===== config.mk =====
export PLATFORM = sky130hd
export DESIGN_NAME = mesh_route_table_top
export DESIGN_NICKNAME = d
export VERILOG_FILES = /design/src/mrt_pkg.sv /design/src/mrt_store.sv /design/src/mrt_seq.sv /design/src/mesh_route_table_top.sv
export SDC_FILE = /design/constraint.sdc
export NUM_CORES = 2
export LEC_CHECK = 0
export BUFFER_PORTS_ARGS = -buffer_cell sky130_fd_sc_hd__buf_2
export CAP_MARGIN = 20
export CORE_MARGIN = 4
export CORE_UTILIZATION = 35
export CTS_CLUSTER_DIAMETER = 30
export DETAILED_ROUTE_END_ITERATION = 8
export RECOVER_POWER = 100
export SLEW_MARGIN = 20
export SYNTH_ARGS = -nofsm -noshare
export SYNTH_HDL_FRONTEND = slang
export SYNTH_SLANG_ARGS = --single-unit

===== constraint.sdc =====
create_clock -name clk -period 5.7 [get_ports clk]
set_input_delay 0.855 -clock clk [delete_from_list [all_inputs] [get_ports clk]]
set_output_delay 0.855 -clock clk [all_outputs]
set_load 0.05 [all_outputs]

===== src/mrt_pkg.sv =====
// shared types, codes and constants of the mesh route table
package mrt_pkg;

	// node number width on the stream and memory address width
	localparam int NodeW = 8;

	// time constants for ageing
	localparam int unsigned MsPerSec = 1000;
	localparam int unsigned SecPerMin = 60;
	localparam int unsigned MsPerMin = MsPerSec * SecPerMin;
	localparam int ThrW = 24;

	// stream widths, padded to whole bytes
	localparam int InBits = 96;
	localparam int OutBits = 56;

	// operation codes
	localparam logic [1:0] FnPacket = 2'd0;
	localparam logic [1:0] FnAnnounce = 2'd1;
	localparam logic [1:0] FnLookup = 2'd2;
	localparam logic [1:0] FnSweep = 2'd3;

	// status codes
	localparam logic [2:0] StsOk = 3'd0;
	localparam logic [2:0] StsError = 3'd1;
	localparam logic [2:0] StsBetter = 3'd2;
	localparam logic [2:0] StsWorse = 3'd3;
	localparam logic [2:0] StsUpdated = 3'd4;

	// configuration register indexes
	localparam logic [1:0] CfgOwnNode = 2'd0;
	localparam logic [1:0] CfgTtlStart = 2'd1;
	localparam logic [1:0] CfgInactive = 2'd2;
	localparam logic [1:0] CfgBroadcast = 2'd3;

	// configuration reset values
	localparam logic [4:0] OwnNodeReset = 5'd1;
	localparam logic [7:0] TtlStartReset = 8'd5;
	localparam logic [ThrW-1:0] ThrReset = ThrW'(5 * MsPerMin);
	localparam logic [7:0] BroadcastReset = 8'd255;

	// input item, first field in the highest bits
	typedef struct packed {
		logic [1:0] func;
		logic [7:0] destination;
		logic [31:0] now_ms;
		logic signed [8:0] rssi;
		logic [15:0] packet_id;
		logic [7:0] ttl;
		logic [7:0] last_hop;
		logic [7:0] sender;
	} item_t;

	// result item, first field in the highest bits
	typedef struct packed {
		logic [4:0] removed_count;
		logic is_active;
		logic [15:0] seen_id;
		logic signed [8:0] link_rssi;
		logic [7:0] hop_count;
		logic [7:0] next_hop;
		logic [2:0] status;
	} result_t;

	// one stored route
	typedef struct packed {
		logic [7:0] next_hop;
		logic [7:0] hops;
		logic [15:0] id;
		logic signed [8:0] rssi;
		logic [31:0] seen;
	} route_entry_t;

	// memory access request
	typedef struct packed {
		logic rd_en;
		logic [NodeW-1:0] rd_addr;
		logic wr_en;
		logic [NodeW-1:0] wr_addr;
		route_entry_t wr_data;
	} mem_req_t;

	// configuration as seen by the sequencer
	typedef struct packed {
		logic [4:0] own_node;
		logic [7:0] ttl_start;
		logic [ThrW-1:0] thr_ms;
		logic [7:0] broadcast_addr;
	} cfg_t;

	// sequencer states
	typedef enum logic [3:0] {
		ST_IDLE,
		ST_DECODE,
		ST_LHOP,
		ST_SEND_RD,
		ST_SEND_WR,
		ST_ANN,
		ST_LOOK,
		ST_SWEEP,
		ST_DONE
	} state_t;

	// node number in 1..nodes
	function automatic logic node_ok(logic [NodeW-1:0] n, logic [NodeW-1:0] nodes);
		return (n != '0) && (n <= nodes);
	endfunction

	// table index that belongs to the own node
	function automatic logic is_own(logic [NodeW-1:0] idx, logic [4:0] own);
		return ({1'b0, idx} + 9'd1) == 9'(own);
	endfunction

endpackage


===== src/mrt_store.sv =====
// route memory: one write and one registered read port, entries read zero until written
module mrt_store #(
	parameter int NODES = 16
) (
	input  logic clk,
	input  logic arst_n,
	input  mrt_pkg::mem_req_t req,
	output mrt_pkg::route_entry_t rd_data
);
	localparam int IW = $clog2(NODES);

	mrt_pkg::route_entry_t mem_q [NODES];
	logic [NODES-1:0] valid_q;
	mrt_pkg::route_entry_t rdata_s1;
	logic rvalid_q;

	// memory array write and read
	always_ff @(posedge clk) begin
		if (req.wr_en) begin
			mem_q[req.wr_addr[IW-1:0]] <= req.wr_data;
		end
		if (req.rd_en) begin
			rdata_s1 <= mem_q[req.rd_addr[IW-1:0]];
		end
	end

	// written marks, cleared by reset
	always_ff @(posedge clk or negedge arst_n) begin
		if (!arst_n) begin
			valid_q <= '0;
			rvalid_q <= 1'b0;
		end else begin
			if (req.wr_en) begin
				valid_q[req.wr_addr[IW-1:0]] <= 1'b1;
			end
			if (req.rd_en) begin
				rvalid_q <= valid_q[req.rd_addr[IW-1:0]];
			end
		end
	end

	assign rd_data = rvalid_q ? rdata_s1 : '0;

endmodule


===== src/mrt_seq.sv =====
// sequencer: decodes an item, reads, modifies and writes back route entries
module mrt_seq #(
	parameter int NODES = 16
) (
	input  logic clk,
	input  logic arst_n,
	input  logic in_valid,
	output logic in_ready,
	input  mrt_pkg::item_t in_item,
	input  mrt_pkg::cfg_t cfg,
	output logic res_valid,
	input  logic res_take,
	output mrt_pkg::result_t res,
	output mrt_pkg::mem_req_t mem_req,
	input  mrt_pkg::route_entry_t mem_rdata
);
	localparam int IW = $clog2(NODES);
	localparam int CW = $clog2(NODES + 1);
	localparam logic [mrt_pkg::NodeW-1:0] NodesV = mrt_pkg::NodeW'(NODES);
	localparam logic [CW-1:0] CntEnd = CW'(NODES);

	mrt_pkg::state_t state_q, state_d;
	mrt_pkg::item_t item_q;
	mrt_pkg::result_t res_q;
	logic [NODES-1:0] active_q;
	logic [CW-1:0] cnt_q;

	logic [7:0] hops;
	logic [7:0] own8;
	logic from_own;
	logic [mrt_pkg::NodeW-1:0] li, si, di;
	logic li_act, si_act, di_act;
	logic pkt_err;
	logic [CW-1:0] pcnt;
	logic [IW-1:0] pidx;
	logic [31:0] elapsed;
	logic retire;
	logic better;
	logic same_id;
	logic [2:0] ann_status;

	// item decode
	assign hops = (cfg.ttl_start > item_q.ttl) ? (cfg.ttl_start - item_q.ttl) : 8'd0;
	assign own8 = {3'b000, cfg.own_node};
	assign from_own = (item_q.sender == own8);
	assign li = item_q.last_hop - 8'd1;
	assign si = item_q.sender - 8'd1;
	assign di = item_q.destination - 8'd1;
	assign li_act = active_q[li[IW-1:0]] || mrt_pkg::is_own(li, cfg.own_node);
	assign si_act = active_q[si[IW-1:0]] || mrt_pkg::is_own(si, cfg.own_node);
	assign di_act = active_q[di[IW-1:0]] || mrt_pkg::is_own(di, cfg.own_node);
	assign pkt_err = !mrt_pkg::node_ok(item_q.last_hop, NodesV)
		|| ((hops != 8'd0) && !from_own && !mrt_pkg::node_ok(item_q.sender, NodesV));

	// sweep: entry whose read data is arriving this cycle
	assign pcnt = cnt_q - CW'(1);
	assign pidx = pcnt[IW-1:0];
	assign elapsed = item_q.now_ms - mem_rdata.seen;
	assign retire = active_q[pidx] && !mrt_pkg::is_own(mrt_pkg::NodeW'(pidx), cfg.own_node)
		&& (elapsed >= {{(32 - mrt_pkg::ThrW){1'b0}}, cfg.thr_ms});

	// announce comparison
	assign same_id = (item_q.packet_id == mem_rdata.id);
	assign better = (hops < mem_rdata.hops)
		|| ((hops == mem_rdata.hops) && (item_q.rssi > mem_rdata.rssi));
	assign ann_status = same_id ? (better ? mrt_pkg::StsBetter : mrt_pkg::StsWorse)
		: mrt_pkg::StsUpdated;

	// next state
	always_comb begin
		state_d = state_q;
		case (state_q)
			mrt_pkg::ST_IDLE: begin
				if (in_valid) begin
					state_d = mrt_pkg::ST_DECODE;
				end
			end
			mrt_pkg::ST_DECODE: begin
				case (item_q.func)
					mrt_pkg::FnPacket:
						state_d = pkt_err ? mrt_pkg::ST_DONE : mrt_pkg::ST_LHOP;
					mrt_pkg::FnAnnounce:
						state_d = mrt_pkg::node_ok(item_q.sender, NodesV) ? mrt_pkg::ST_ANN
							: mrt_pkg::ST_DONE;
					mrt_pkg::FnLookup: begin
						if (item_q.destination == cfg.broadcast_addr) begin
							state_d = mrt_pkg::ST_DONE;
						end else if (mrt_pkg::node_ok(item_q.destination, NodesV)) begin
							state_d = mrt_pkg::ST_LOOK;
						end else begin
							state_d = mrt_pkg::ST_DONE;
						end
					end
					default: state_d = mrt_pkg::ST_SWEEP;
				endcase
			end
			mrt_pkg::ST_LHOP: begin
				if (!from_own && (hops != 8'd0)) begin
					state_d = mrt_pkg::ST_SEND_RD;
				end else begin
					state_d = mrt_pkg::ST_DONE;
				end
			end
			mrt_pkg::ST_SEND_RD: state_d = mrt_pkg::ST_SEND_WR;
			mrt_pkg::ST_SEND_WR: state_d = mrt_pkg::ST_DONE;
			mrt_pkg::ST_ANN: state_d = mrt_pkg::ST_DONE;
			mrt_pkg::ST_LOOK: state_d = mrt_pkg::ST_DONE;
			mrt_pkg::ST_SWEEP: begin
				if (cnt_q == CntEnd) begin
					state_d = mrt_pkg::ST_DONE;
				end
			end
			mrt_pkg::ST_DONE: begin
				if (res_take) begin
					state_d = mrt_pkg::ST_IDLE;
				end
			end
			default: state_d = mrt_pkg::ST_IDLE;
		endcase
	end

	// memory requests and handshake outputs
	always_comb begin
		mem_req = '0;
		mem_req.wr_data = mem_rdata;
		in_ready = (state_q == mrt_pkg::ST_IDLE);
		res_valid = (state_q == mrt_pkg::ST_DONE);
		case (state_q)
			mrt_pkg::ST_DECODE: begin
				case (item_q.func)
					mrt_pkg::FnPacket: begin
						mem_req.rd_en = !pkt_err;
						mem_req.rd_addr = li;
					end
					mrt_pkg::FnAnnounce: begin
						mem_req.rd_en = 1'b1;
						mem_req.rd_addr = si;
					end
					mrt_pkg::FnLookup: begin
						mem_req.rd_en = 1'b1;
						mem_req.rd_addr = di;
					end
					default: begin
						mem_req.rd_en = 1'b1;
						mem_req.rd_addr = '0;
					end
				endcase
			end
			mrt_pkg::ST_LHOP: begin
				// stamp the neighbour, learn it when new
				mem_req.wr_en = 1'b1;
				mem_req.wr_addr = li;
				mem_req.wr_data.seen = item_q.now_ms;
				mem_req.wr_data.rssi = item_q.rssi;
				if (!from_own && !li_act) begin
					mem_req.wr_data.next_hop = item_q.last_hop;
					mem_req.wr_data.hops = 8'd0;
					mem_req.wr_data.id = 16'd0;
				end
			end
			mrt_pkg::ST_SEND_RD: begin
				mem_req.rd_en = 1'b1;
				mem_req.rd_addr = si;
			end
			mrt_pkg::ST_SEND_WR: begin
				// stamp the multi-hop sender, learn it when new
				mem_req.wr_en = 1'b1;
				mem_req.wr_addr = si;
				mem_req.wr_data.seen = item_q.now_ms;
				if (!si_act) begin
					mem_req.wr_data.next_hop = item_q.last_hop;
					mem_req.wr_data.hops = hops;
					mem_req.wr_data.id = 16'd0;
				end
			end
			mrt_pkg::ST_ANN: begin
				mem_req.wr_en = !same_id || better;
				mem_req.wr_addr = si;
				mem_req.wr_data.rssi = item_q.rssi;
				mem_req.wr_data.next_hop = item_q.last_hop;
				mem_req.wr_data.hops = hops;
				mem_req.wr_data.id = item_q.packet_id;
			end
			mrt_pkg::ST_SWEEP: begin
				mem_req.rd_en = (cnt_q != CntEnd);
				mem_req.rd_addr = mrt_pkg::NodeW'(cnt_q);
			end
			default: begin
				mem_req.rd_en = 1'b0;
			end
		endcase
	end

	// state register
	always_ff @(posedge clk or negedge arst_n) begin
		if (!arst_n) begin
			state_q <= mrt_pkg::ST_IDLE;
		end else begin
			state_q <= state_d;
		end
	end

	// active marks and sweep counter
	always_ff @(posedge clk or negedge arst_n) begin
		if (!arst_n) begin
			active_q <= '0;
			cnt_q <= '0;
		end else begin
			case (state_q)
				mrt_pkg::ST_DECODE: cnt_q <= CW'(1);
				mrt_pkg::ST_LHOP: begin
					if (!from_own && !li_act) begin
						active_q[li[IW-1:0]] <= 1'b1;
					end
				end
				mrt_pkg::ST_SEND_WR: begin
					if (!si_act) begin
						active_q[si[IW-1:0]] <= 1'b1;
					end
				end
				mrt_pkg::ST_SWEEP: begin
					if (retire) begin
						active_q[pidx] <= 1'b0;
					end
					if (cnt_q != CntEnd) begin
						cnt_q <= cnt_q + CW'(1);
					end
				end
				default: cnt_q <= cnt_q;
			endcase
		end
	end

	// item capture and result build
	always_ff @(posedge clk) begin
		case (state_q)
			mrt_pkg::ST_IDLE: begin
				if (in_valid) begin
					item_q <= in_item;
				end
				res_q <= '0;
			end
			mrt_pkg::ST_DECODE: begin
				case (item_q.func)
					mrt_pkg::FnPacket: begin
						if (pkt_err) begin
							res_q.status <= mrt_pkg::StsError;
						end
					end
					mrt_pkg::FnAnnounce: begin
						if (!mrt_pkg::node_ok(item_q.sender, NodesV)) begin
							res_q.status <= mrt_pkg::StsError;
						end
					end
					mrt_pkg::FnLookup: begin
						if (item_q.destination == cfg.broadcast_addr) begin
							res_q.next_hop <= cfg.broadcast_addr;
						end else if (!mrt_pkg::node_ok(item_q.destination, NodesV)) begin
							res_q.status <= mrt_pkg::StsError;
						end
					end
					default: res_q <= res_q;
				endcase
			end
			mrt_pkg::ST_LHOP: begin
				if (from_own) begin
					res_q.status <= mrt_pkg::StsError;
				end
			end
			mrt_pkg::ST_ANN: res_q.status <= ann_status;
			mrt_pkg::ST_LOOK: begin
				res_q.is_active <= di_act;
				res_q.next_hop <= di_act ? mem_rdata.next_hop : 8'd0;
				res_q.hop_count <= mem_rdata.hops;
				res_q.link_rssi <= mem_rdata.rssi;
				res_q.seen_id <= mem_rdata.id;
			end
			mrt_pkg::ST_SWEEP: begin
				// saturating count of retired nodes
				if (retire && (res_q.removed_count != 5'd31)) begin
					res_q.removed_count <= res_q.removed_count + 5'd1;
				end
			end
			default: res_q <= res_q;
		endcase
	end

	assign res = res_q;

endmodule


===== src/mesh_route_table_top.sv =====
// route table top level: configuration registers, stream ports and output register
// one item is in work at a time: a new item is accepted only once the previous result
// has moved into the output register; items run read and write-back sequences over the
// route memory, which has one write and one registered read port (a sweep reads one
// entry a cycle)
// reset: arst_n clears configuration to its defaults, all active and written marks,
// the sequencer and the output valid flag at once; no clearing pass is needed
module mesh_route_table_top #(
	parameter int NODES = 16
) (
	input  logic clk,
	input  logic arst_n,
	input  logic s_tvalid,
	output logic s_tready,
	// sender, last_hop, ttl, packet_id, rssi, now_ms, destination, zero pad
	input  logic [mrt_pkg::InBits-1:0] s_tdata,
	// func
	input  logic [1:0] s_tuser,
	output logic m_tvalid,
	input  logic m_tready,
	// status, next_hop, hop_count, link_rssi, seen_id, is_active, removed_count, zero pad
	output logic [mrt_pkg::OutBits-1:0] m_tdata,
	input  logic cfg_we,
	input  logic [1:0] cfg_index,
	input  logic [7:0] cfg_wdata
);
	mrt_pkg::cfg_t cfg_q;
	mrt_pkg::item_t in_item;
	mrt_pkg::result_t res;
	mrt_pkg::result_t m_data_q;
	logic m_valid_q;
	logic res_valid;
	logic res_take;
	mrt_pkg::mem_req_t mem_req;
	mrt_pkg::route_entry_t mem_rdata;

	// configuration registers
	always_ff @(posedge clk or negedge arst_n) begin
		if (!arst_n) begin
			cfg_q.own_node <= mrt_pkg::OwnNodeReset;
			cfg_q.ttl_start <= mrt_pkg::TtlStartReset;
			cfg_q.thr_ms <= mrt_pkg::ThrReset;
			cfg_q.broadcast_addr <= mrt_pkg::BroadcastReset;
		end else if (cfg_we) begin
			case (cfg_index)
				mrt_pkg::CfgOwnNode: cfg_q.own_node <= cfg_wdata[4:0];
				mrt_pkg::CfgTtlStart: cfg_q.ttl_start <= cfg_wdata;
				mrt_pkg::CfgInactive:
					cfg_q.thr_ms <= mrt_pkg::ThrW'(32'(cfg_wdata) * mrt_pkg::MsPerMin);
				mrt_pkg::CfgBroadcast: cfg_q.broadcast_addr <= cfg_wdata;
				default: cfg_q <= cfg_q;
			endcase
		end
	end

	// input unpacking
	assign in_item = {s_tuser, s_tdata[$bits(mrt_pkg::item_t)-3:0]};

	mrt_seq #(
		.NODES(NODES)
	) u_seq (
		.clk(clk),
		.arst_n(arst_n),
		.in_valid(s_tvalid),
		.in_ready(s_tready),
		.in_item(in_item),
		.cfg(cfg_q),
		.res_valid(res_valid),
		.res_take(res_take),
		.res(res),
		.mem_req(mem_req),
		.mem_rdata(mem_rdata)
	);

	mrt_store #(
		.NODES(NODES)
	) u_store (
		.clk(clk),
		.arst_n(arst_n),
		.req(mem_req),
		.rd_data(mem_rdata)
	);

	// output register, refilled as the previous item leaves
	assign res_take = res_valid && (!m_valid_q || m_tready);

	always_ff @(posedge clk or negedge arst_n) begin
		if (!arst_n) begin
			m_valid_q <= 1'b0;
		end else if (res_take) begin
			m_valid_q <= 1'b1;
		end else if (m_tready) begin
			m_valid_q <= 1'b0;
		end
	end

	always_ff @(posedge clk) begin
		if (res_take) begin
			m_data_q <= res;
		end
	end

	assign m_tvalid = m_valid_q;
	assign m_tdata = mrt_pkg::OutBits'(m_data_q);

endmodule


==> run metrics <==
status=finished, violations left; failing checks=capacitance limit, slew limit; Compound-Gate Fraction of Synth Area=13.1%; vias in the first global route=42384; most frequent cells in the layout=edfxtp_1, nand2_1, a211oi_1; top post-synthesis cells by area=edfxtp_1, nand2_1, a211oi_1, ha_1, dfrtp_1; Max-slew headroom=-102%; Final period util=roughly 96%; I/O Buffers=157; worst reg2reg path depth=18; Crit. End Element=flip-flop; register area share after synthesis=68.1%; Synth Area in XOR/XNOR=between 1 and 1.5%; layout overhead on the synthesized area=21.6%; nets=5606; Die Ht=443 µm; initial DRC count=3882; overall global routing resource usage=approximately 18%; Worst Path Max Fanout=23; largest net degree at the start of global routing=around 120; Antenna diodes=0; Layout Skew=0.0801 ns; main combinational cell family by area after synthesis=compound AO/OA/AOI/OAI gates; WHS Path Cells=1; setup slack at placement=0.162 ns; Mean Syn Cell Area=13.3 µm²; FP Rows=159; core area=188000 µm²; Post-synth ARST share=5.48%; CTS H-tree lvls=5; Most used DFF post-synth=edfxtp_1; Cell Pwr Density=590 nW/µm²; Period minus WS final=~5.5 ns; final wirelength=177000 µm; Cells after Synth=4990; CTS Buffer Depth=4; FMAX=0.183 GHz; min-delay worst type=in -> reg; routed length per instance=about 22 µm; global placer's final weighted congestion=0.895; I/O pins=171; top cell type's share of synthesized area=64.9%; via count=approximately 43000; mux contribution to synthesized area=1.06%; flops & latches, synth=1515; WP data arrival=about 6 ns; Cell variety after synth=just over 80; P_leak=27.6 nW; Post-Synth Simple-Gate Area=between 10% and 20%; CTS clk-pin slew, worst paths=around 0.05 ns; layout cells sized above 1=14.0%; total gr overflow=0; RSZ-0062 raised after global routing=no; post-route setup slack=0.248 ns; setup TNS=0 ns; TritonCTS Buffers=305; final hold vios=0; HPWL after DPL=107000 µm; Max IR drop VDD=0.326 mV; # DRC=0; Sinks on Clock Net=1515; detail-routed via count per cell=5.35; worst skew pair latency=0.90 ns; CP required=a little over 6 ns; CP Class=reg -> reg; Post-synth EDFFs=1432; Root Buffer=clkbuf_16; antenna violations before repair=2; Worst-Margin Slew=between 3 and 4 ns; CTS tree=done; yosys warns=0; Max-Cap Viols=11; Post-Synth Adder-Cell Area=3.52%; Starting Density=between 30% and 40%; Synth Cell Area=66300 µm²; Die ar.=about 200000 µm²; leading area contributor after synthesis=edfxtp_1; # setup viols final=0; first-pass GRT wire length=266000 µm; Final ANT Viol Nets=0; Final Max Tran Viols=between 200 and 300; post-layout util=42.9%; DR pass1 iterations=6; commonest non-fill, non-tap cell in the layout=edfxtp_1; chip width=around 440 µm; CP Launch Type=flip-flop
flip-flops by register name (all words and copies together) (netlist names):
signal            flops
u_seq.item_q         91
u_seq.cnt_q           5
m_tdata              50
u_seq.res            50
u_seq.state_q         4
u_store.rdata_s1     73
u_store.valid_q      16
u_store.mem_q      1168
u_seq.active_q       16
cfg_q                40
m_tvalid              1
u_store.rvalid_q      1
power breakdown:
group          switching (mW)  internal, mW  total, mW
Sequential              0.693          15.8       16.5
Combinational            9.37          4.27       13.6
Clock                    5.76          11.6       17.4
worst paths after layout:
kind / startpoint / end / slack (ns)
worst min-delay path: s_tdata[44] / u_seq.item_q[44] / 0.13
worst max-delay path: cfg_q[32] / u_store.mem_q[0][14] / 0.25
worst min register to register: u_seq.res[25] / m_tdata[25] / 0.42
min in group asynchronous: arst_n / cfg_q[39] / 1.23
worst max register to register: cfg_q[32] / u_store.mem_q[0][14] / 0.25
max in group asynchronous: arst_n / u_store.rvalid_q / 2.00
worst max-delay path, stage by stage, from the launching register on:
cell	delay [ns]
dfstp_2	0.36
inv_1	0.05
ha_1	0.16
inv_1	0.05
fa_1	0.40
a21o_1	0.18
a21oi_1	0.28
nor2b_1	0.10
o21a_1	0.18
o311ai_0	0.47
inv_1	0.09
ha_1	0.31
nand4_1	0.15
a2111oi_0	0.56
a21boi_0	0.27
nand3b_1	0.21
a21o_2	0.36
and3_4	0.51
buf_6	0.35
metal layers:
layer	global-route usage, %	routed length, µm	vias to the layer above
met1	23.8	75900	21445
li1	-	-	19749
met2	28.2	83300	1557
met4	6.37	5400	0
met5	0	0	-
met3	3.37	11900	301
metrics by stage:
step / hold WS, ns / instances / area, µm² / total power [mW]
final: 0.127 / 8040 / 80600 / 47.5
after CTS: 0.0588 / 8036 / 81300 / 48.1
after global routing: 0.0753 / 8040 / 80600 / 50.0
after floorplan: 0.400 / 4995 / 66300 / 25.6
after global placement: 0.405 / 7504 / 71200 / 30.3
after detailed placement: 0.405 / 7504 / 71200 / 30.5
cell usage after synthesis, types with 6 or more instances:
| master | count |
|---|---|
| buf_4 | 7 |
| a22oi_1 | 12 |
| xor2_1 | 46 |
| inv_1 | 116 |
| o21ai_0 | 131 |
| fa_1 | 24 |
| a311oi_1 | 148 |
| o31ai_1 | 15 |
| xnor2_1 | 52 |
| a211oi_1 | 378 |
| dfstp_2 | 19 |
| and3_1 | 38 |
| clkbuf_1 | 227 |
| a21o_1 | 27 |
| nand3b_1 | 8 |
| buf_2 | 69 |
| nor4_1 | 10 |
| a31oi_1 | 161 |
| nand4_1 | 18 |
| nor2_1 | 116 |
| a21oi_1 | 211 |
| mux4_2 | 18 |
| buf_1 | 19 |
| nand3_1 | 45 |
| or2_2 | 7 |
| nand2b_1 | 25 |
| edfxtp_1 | 1432 |
| mux2i_1 | 6 |
| nor2b_1 | 24 |
| a31o_2 | 16 |
| or3_1 | 9 |
| and2_0 | 80 |
| and2_1 | 231 |
| o21a_1 | 18 |
| nand2_1 | 814 |
| nor3_1 | 31 |
| o2111ai_1 | 6 |
| o211ai_1 | 8 |
| a22o_1 | 24 |
| o22ai_1 | 22 |
| ha_1 | 148 |
| a221o_1 | 7 |
| dfrtp_1 | 64 |
| mux2_2 | 21 |
cell type report:
type	instances	area (µm²)
repair buffers	345	2340
clock inverters	191	2140
multi-input cells	3038	19500
fillers	16883	107000
inverters	116	435
well taps	2495	3120
flip-flops and latches	1515	45100
clock buffers	340	7950
kinds of logic after synthesis:
group,Yosys count
flops,1515
fa+ha+maj,172
simple gates,1469
xor+xnor,98
compound gates,1248
buf+inv,442
other cells,1
mux,45
repair_timing:
item	in CTS	in global routing
gates resized for setup	0	7
hold buffers	1	0
setup buffers	0	4
endpoints found under the setup margin	0	883
hold endpoints to repair	19	0
(Power assumes the default switching activity.)
